===== src/rtl/core/segi_pkg.sv =====
`timescale 1ns / 1ps
// ----------------------------------------------------------------------------
// segi_pkg: shared types and helpers for the segment intersection block
// Coordinate width, derived widths, queue entry type and the divide step.
// ----------------------------------------------------------------------------
package segi_pkg;

  localparam int CB    = 16;          // coordinate width
  localparam int DLW   = CB + 1;      // difference width (signed)
  localparam int PW    = 2 * CB + 2;  // product width (signed)
  localparam int SW    = 2 * CB + 3;  // cross-product sum width (signed)
  localparam int DW    = 2 * CB + 2;  // normalized numerator / denominator width
  localparam int RW    = 2 * CB + 3;  // divider remainder width
  localparam int MW    = CB + 2;      // magnitude and quotient width
  localparam int NSTEP = CB + 2;      // divider steps, one multiplier bit each
  localparam int QDEPTH = 2;          // queue between front and back

  // One classified item as it travels from the front to the back
  typedef struct packed {
    logic                  hit;
    logic [DW-1:0]         num;
    logic [DW-1:0]         den;
    logic signed [CB-1:0]  base_x;
    logic signed [CB-1:0]  base_y;
    logic signed [DLW-1:0] dx;
    logic signed [DLW-1:0] dy;
  } segi_item_t;

  // Remainder and quotient of one divider lane
  typedef struct packed {
    logic [RW-1:0] r;
    logic [MW-1:0] q;
  } segi_rq_t;

  // One step of the shift-and-add divide: floor(num*mag/den), one bit of mag
  function automatic segi_rq_t segi_div_step(segi_rq_t cur, logic mbit,
                                             logic [DW-1:0] num, logic [DW-1:0] den);
    segi_rq_t      res;
    logic [RW-1:0] den_x;
    logic [RW-1:0] num_x;
    den_x = RW'(den);
    num_x = RW'(num);
    res.r = {cur.r[RW-2:0], 1'b0};
    res.q = {cur.q[MW-2:0], 1'b0};
    if (res.r >= den_x) begin
      res.r = res.r - den_x;
      res.q = res.q + MW'(1);
    end
    if (mbit) begin
      res.r = res.r + num_x;
      if (res.r >= den_x) begin
        res.r = res.r - den_x;
        res.q = res.q + MW'(1);
      end
    end
    return res;
  endfunction

endpackage


===== src/rtl/core/segi_queue.sv =====
`timescale 1ns / 1ps
// ----------------------------------------------------------------------------
// segi_queue: short queue between the front and the back
// Two entries; the back pops whenever an entry is present.
// ----------------------------------------------------------------------------
module segi_queue (
  input  logic                 clk,
  input  logic                 rst_n,
  input  logic                 push,
  input  segi_pkg::segi_item_t push_item,
  input  logic                 pop,
  output logic                 not_empty,
  output logic                 full,
  output segi_pkg::segi_item_t head
);
  import segi_pkg::*;

  segi_item_t mem_r [QDEPTH];
  logic       wr_ptr_r, rd_ptr_r;
  logic [1:0] cnt_r, cnt_nxt;
  logic       do_pop;

  assign not_empty = (cnt_r != 2'd0);
  assign full      = (cnt_r == 2'(QDEPTH));
  assign do_pop    = pop && not_empty;
  assign head      = mem_r[rd_ptr_r];

  always_comb begin
    cnt_nxt = cnt_r;
    if (push && !do_pop) cnt_nxt = cnt_r + 2'd1;
    else if (!push && do_pop) cnt_nxt = cnt_r - 2'd1;
  end

  // pointers and fill count
  always_ff @(posedge clk) begin
    if (!rst_n) begin
      wr_ptr_r <= 1'b0;
      rd_ptr_r <= 1'b0;
      cnt_r    <= 2'd0;
    end else begin
      if (push) wr_ptr_r <= ~wr_ptr_r;
      if (do_pop) rd_ptr_r <= ~rd_ptr_r;
      cnt_r <= cnt_nxt;
    end
  end

  // entry storage
  always_ff @(posedge clk) begin
    if (push) mem_r[wr_ptr_r] <= push_item;
  end

endmodule


===== config.mk =====
export PLATFORM = sky130hd
export DESIGN_NAME = segi_queue
export DESIGN_NICKNAME = d
export VERILOG_FILES = /design/src/rtl/core/segi_pkg.sv /design/src/rtl/core/segi_queue.sv
export SDC_FILE = /design/constraint.sdc
export NUM_CORES = 1
export LEC_CHECK = 0
export BUFFER_PORTS_ARGS = -buffer_cell sky130_fd_sc_hd__clkbuf_2
export CAP_MARGIN = 40
export CORE_MARGIN = 10
export CORE_UTILIZATION = 52
export DETAILED_ROUTE_END_ITERATION = 8
export PLACE_DENSITY = 0.88
export SLEW_MARGIN = 20
export SYNTH_ARGS = -nofsm -noshare
export SYNTH_HDL_FRONTEND = slang
export SYNTH_SLANG_ARGS = --single-unit

===== constraint.sdc =====
create_clock -name clk -period 8.9 [get_ports clk]
set_input_delay 1.78 -clock clk [delete_from_list [all_inputs] [get_ports clk]]
set_output_delay 1.78 -clock clk [all_outputs]
set_load 0.02 [all_outputs]

==> impl_metrics.env, run 1 <==
export IMPL_outcome="completed"
export IMPL_netlist_area_um2=10150
export IMPL_grt_most_used_layer="met2"
export IMPL_grt_pass1_wl_um=31830
export IMPL_fillers=1278
export IMPL_start_util=0.5252
export IMPL_gp_congestion=0.7570
export IMPL_post_cts_resized=0
export IMPL_drv_cap=0
export IMPL_drive_gt1_frac=0.6034
export IMPL_tritoncts="yes"
export IMPL_dr_total_vias=5132
export IMPL_area_delta_synth_final_pct=25.55
export IMPL_postSynthAreaPerCell_um2=22.97
export IMPL_h_tree_depth=1
export IMPL_dieArea_um2=25520
export IMPL_timing_rr_end="mem_r[1][91]"
export IMPL_top_level_ports=276
export IMPL_fin_crit_ns=4.190
export IMPL_cts_root_buffer="clkbuf_16"
export IMPL_cp_arrival_ns=2.41
export IMPL_p_per_area_nw_per_um2=273.6
export IMPL_antenna_left=0
export IMPL_die_w_um=159.7
export IMPL_grt_antenna_before_repair=0
export IMPL_peakVddDrop_mv=0.2092
export IMPL_final_nets=881
export IMPL_synth_edf_count=270
export IMPL_grt_pass1_vias=5624
export IMPL_fmax_ghz=0.2387
export IMPL_slew_headroom=0.6469
export IMPL_setup_viol=0
export IMPL_whs_endpoint="cnt_r[1]"
export IMPL_ys_warnings_count=0
export IMPL_hold_class="register to register"
export IMPL_rows=51
export IMPL_met1_usage=0.1698
export IMPL_fin_util=0.6594
export IMPL_overflow=0
export IMPL_grt_met3_usage=0.05321
export IMPL_required_ns=7.12
export IMPL_drtPass1Iterations=4
export IMPL_post_synth_top_area_cell="edfxtp_1"
export IMPL_ys_seq_area_frac=0.8083
export IMPL_synth_seq_cells=275
export IMPL_fin_skew_ns=0.01154
export IMPL_drt_iter0_markers=315
export IMPL_io_buffer_count=275
export IMPL_core_um2=19330
export IMPL_cts_sinks=275
export IMPL_synthArstFlopShare=0
export IMPL_clockBufferDepth=3
export IMPL_fin_cells=1024
export IMPL_synth_area_leaders="edfxtp_1, mux2_2, mux2_4, dfxtp_1, buf_6"
export IMPL_start_kind="register"
export IMPL_n_antenna_cell=0
export IMPL_synth_net_count=582
export IMPL_grt_start_max_net_pins=65
export IMPL_ff2ff_setup_slack_ns=7.04
export IMPL_rsz0062_at_grt="no"
export IMPL_postRouteWirelength_um=20780
export IMPL_met2_usage=0.2754
export IMPL_final_cell_area_um2=12750
export IMPL_criticalPathCategory="register to output pin"
export IMPL_crit_fanout=45
export IMPL_yosysMostFrequentCell="edfxtp_1"
export IMPL_synth_ff_type="edfxtp_1"
export IMPL_dpl_instance_area_um2=11890
export IMPL_die_y_um=159.7
export IMPL_cts_setup_buffers=0
export IMPL_r2r_cells=3
export IMPL_insertion_delay_ns=0.51
export IMPL_viasPerCell=5.012
export IMPL_wl_per_cell_um=20.29
export IMPL_p_leak_nw=4.920
export IMPL_yosys_area_top_type_share=0.7984
export IMPL_grt_use_total=0.1552
export IMPL_place_inst=975
export IMPL_synth_cells=442
export IMPL_ctsHoldBuffers=0
export IMPL_cp_end_kind="output pin"
export IMPL_drv_slew=0
export IMPL_cts_buffers=27
export IMPL_synth_commonest_cells="edfxtp_1, mux2_2, mux2_4, buf_2, buf_6"
export IMPL_synth_cell_types=17
export IMPL_min_from="cnt_r[1]"
export IMPL_r2r_start="wr_ptr_r"
export IMPL_setup_tns_ns=0
export IMPL_hold_depth=2
export IMPL_drc=0
export IMPL_hold_viol=0
export IMPL_clkSlewWorstSetupHoldPaths_ns=0.06
export IMPL_worstMarginPinSlew_ns=0.5296
export IMPL_finalCritPeriodShare=0.4708
export IMPL_dpl_hpwl_um=14700
==> flip-flops by register name (all words and copies together) (netlist names), named ones only <==
register,count
wr_ptr_r,1
cnt_r,2
rd_ptr_r,1
mem_r,270
==> placed cells by master, fill, tap and decap left out, types with 2 or more instances in the layout <==
| cell | n |
|---|---|
| clkbuf_16 | 27 |
| clkbuf_1 | 9 |
| clkbuf_8 | 2 |
| clkbuf_2 | 275 |
| mux2_2 | 85 |
| clkinv_2 | 3 |
| dfxtp_1 | 4 |
| mux2_4 | 50 |
| clkinv_1 | 4 |
| edfxtp_1 | 270 |
| nor2b_1 | 2 |
| buf_4 | 4 |
| and2_1 | 3 |
| xnor2_1 | 2 |
| buf_16 | 5 |
==> critical path: stages, from the launching register on <==
cell and delay (ns):
dfxtp_4 0.67, buf_4 0.35, buf_16 0.28, mux2_2 0.39, clkbuf_2 0.16
==> metrics by stage <==
step / setup WS (ns) / hold slack [ns] / total power (W)
global route: 4.585 / 0.5628 / 0.003631
detailed placement: 5.040 / 0.5044 / 0.002483
floorplan: 0.5948 / 0.4735 / 0.002229
finish: 4.710 / 0.5130 / 0.003488
CTS: 4.480 / 0.5146 / 0.003521
global placement: 4.515 / 0.4990 / 0.002456
==> routing by layer <==
| layer | vias up | wire length (um) |
|---|---|---|
| met2 | 211 | 10680 |
| met3 | 45 | 1765 |
| met1 | 2507 | 7711 |
| met4 | 0 | 621 |
| met5 | - | 0 |
| li1 | 2369 | - |
==> where the power goes <==
part	switching [W]	total, W	internal (W)
clock	0.000430	0.00103	0.000601
sequential	0.0000500	0.00155	0.00150
combinational	0.000495	0.000902	0.000407
==> area by class of cell <==
cell class / instances / area [um^2] / area share
Sequential cell: 275 / 8212 / 0.6441
Multi-Input combinational cell: 152 / 1838 / 0.1442
Timing Repair Buffer: 285 / 1564 / 0.1227
Clock buffer: 38 / 737.0 / 0.05780
Tap cell: 265 / 331.6 / 0.02601
Clock inverter: 9 / 67.56 / 0.005299
==> worst max path at each step <==
stage | end | from | cells after the start
finish | head[29] | register | 4
global route | head[29] | register | 4
CTS | head[29] | register | 3
detailed placement | head[29] | register | 3
global placement | head[132] | register | 3
floorplan | mem_r[0][0] | push | 1
==> cell families (layout without fill, tap and decap cells) <==
family | after synthesis | count (layout) | synth area share
multiplexers | 135 | 135 | 0.1682
flip-flops | 275 | 275 | 0.8083
adder cells (fa/ha/maj) | 1 | 1 | 0.001232
buffers and inverters | 15 | 332 | 0.01171
AND/OR/NAND/NOR | 9 | 9 | 0.005545
XOR/XNOR | 3 | 3 | 0.002588
AO/OA/AOI/OAI | 4 | 4 | 0.002464
Power figures use the tool's default switching activity.
==> inputs of run 2 (changes only) <==
Clock period 8.9 ns to 3.9 ns, I/O delays scaled along.
==> impl_metrics.env, run 2 (synthesis gave the netlist of run 1 again) <==
export IMPL_grt_start_max_net_pins=83
export IMPL_grt_use_total=0.1559
export IMPL_switching_share=0.2838
export IMPL_fillers=1311
export IMPL_hold_depth=1
export IMPL_ctsHoldBuffers=0
export IMPL_dieArea_um2=25520
export IMPL_drt_iter0_markers=254
export IMPL_cts_sinks=275
export IMPL_setup_viol=0
export IMPL_grt_pass1_wl_um=31970
export IMPL_pwr_share_seq=0.451
export IMPL_viasPerCell=5.017
export IMPL_crit_fanout=43
export IMPL_dr_total_vias=5132
export IMPL_rsz0062_at_grt="no"
export IMPL_top_register="mem_r"
export IMPL_dpl_hpwl_um=14290
export IMPL_fin_crit_ns=3.020
export IMPL_post_cts_resized=0
export IMPL_grt_pass1_vias=5729
export IMPL_cts_root_buffer="clkbuf_16"
export IMPL_r2r_cells=2
export IMPL_h_tree_depth=1
export IMPL_multi_input_area_um2=1838
export IMPL_wl_per_cell_um=20.29
export IMPL_fin_skew_ns=0.005453
export IMPL_drtPass1Iterations=4
export IMPL_clkSlewWorstSetupHoldPaths_ns=0.06
export IMPL_place_ws_ns=1.405
export IMPL_worstMarginPinSlew_ns=0.7248
export IMPL_drv_cap=0
export IMPL_die_w_um=159.7
export IMPL_fin_cells=1023
export IMPL_core_um2=19330
export IMPL_postRouteWirelength_um=20760
export IMPL_required_ns=3.12
export IMPL_gp_congestion=0.7479
export IMPL_top_level_ports=276
export IMPL_p_switching_w=0.002240
export IMPL_criticalPathCategory="register to output pin"
export IMPL_cts_setup_buffers=0
export IMPL_antenna_left=0
export IMPL_area_delta_synth_final_pct=24.49
export IMPL_fmax_ghz=0.3311
export IMPL_die_y_um=159.7
export IMPL_rows=51
export IMPL_peakVddDrop_mv=0.4411
export IMPL_overflow=0
export IMPL_final_common_cell="clkbuf_2"
export IMPL_hold_class="input pin to register"
export IMPL_cp_arrival_ns=2.24
export IMPL_insertion_delay_ns=0.51
export IMPL_io_buffer_count=275
export IMPL_cp_end_kind="output pin"
export IMPL_place_inst=973
export IMPL_p_int_w=0.005654
export IMPL_seq_area_um2=8212
export IMPL_p_per_area_nw_per_um2=624.4
export IMPL_hold_viol=0
export IMPL_drive_gt1_frac=0.5984
export IMPL_p_clk_frac=0.292
export IMPL_drv_slew=0
export IMPL_layout_common_cells="clkbuf_2, edfxtp_1, mux2_2, mux2_4, clkbuf_16"
export IMPL_combPwrFrac=0.257
export IMPL_finalCritPeriodShare=0.7744
export IMPL_reg_top3="mem_r x270, cnt_r x2"
export IMPL_slew_headroom=0.5168
export IMPL_start_kind="register"
export IMPL_clockBufferDepth=3
export IMPL_finalWorstSetupSlack_ns=0.8800
export IMPL_p_leak_nw=4.870
export IMPL_grt_antenna_before_repair=2
export IMPL_largest_reg_flops=270
export IMPL_drc=0
export IMPL_final_nets=877
export IMPL_start_util=0.5252
export IMPL_outcome="completed"
export IMPL_tritoncts="yes"
export IMPL_setup_tns_ns=0
export IMPL_cts_buffers=27
==> run 2: changes by cell type in the layout (fill, tap and decap cells not counted), sizes merged <==
cell and delta:
bufinv -1, diode +1, clkinvlp -1, clkbuf +3, buf -4, clkinv +1
==> run 2: worst max-delay path, cell delays in order, from the launching register on <==
cell and delay (ns):
dfxtp_4 0.75, buf_12 0.37, mux2_2 0.40, clkbuf_2 0.16
==> run 2: per-stage QoR <==
step / area, um^2 / hold slack, ns / util / power (W)
2_1_floorplan: 10160 / 0.4735 / - / 0.005070
3_3_place_gp: 11850 / 0.5001 / 0.6130 / 0.005628
3_5_place_dp: 11850 / 0.5684 / 0.6130 / 0.005671
4_1_cts: 12640 / 0.4187 / 0.6537 / 0.008000
5_1_grt: 12640 / 0.4267 / 0.6537 / 0.008210
6_report: 12640 / 0.4477 / 0.6539 / 0.007894
==> run 2: cell type report <==
cell class,count,share of cell area
Clock inverter,8,0.003068
Multi-Input combinational cell,152,0.1454
Antenna cell,1,0.0001979
Tap cell,265,0.02623
Timing Repair Buffer,281,0.1164
Sequential cell,275,0.6495
Clock buffer,41,0.05918
==> run 2: layer usage <==
| layer | share of wire | track usage | vias to the layer above |
|---|---|---|---|
| met3 | 0.095 | 0.05964 | 48 |
| li1 | - | - | 2352 |
| met5 | 0.00063 | 0 | - |
| met1 | 0.37 | 0.1714 | 2532 |
| met2 | 0.51 | 0.2737 | 198 |
| met4 | 0.025 | 0.04802 | 2 |
==> run 2: worst paths after layout <==
kind | from | endpoint | slack [ns]
worst min-delay path | push_item[68] | mem_r[0][68] | 0.45
worst max-delay path | register | head[132] | 0.88
worst min register to register | cnt_r[1] | cnt_r[1] | 0.57
worst max register to register | wr_ptr_r | mem_r[1][98] | 2.29
==> run 2: power groups by stage <==
stage,Clock (W),Sequential (W),Combinational [W]
floorplan,0,0.00354,0.00153
global placement,0,0.00361,0.00202
detailed placement,0,0.00362,0.00205
CTS,0.00238,0.00356,0.00206
global route,0.00248,0.00358,0.00215
finish,0.00231,0.00356,0.00202
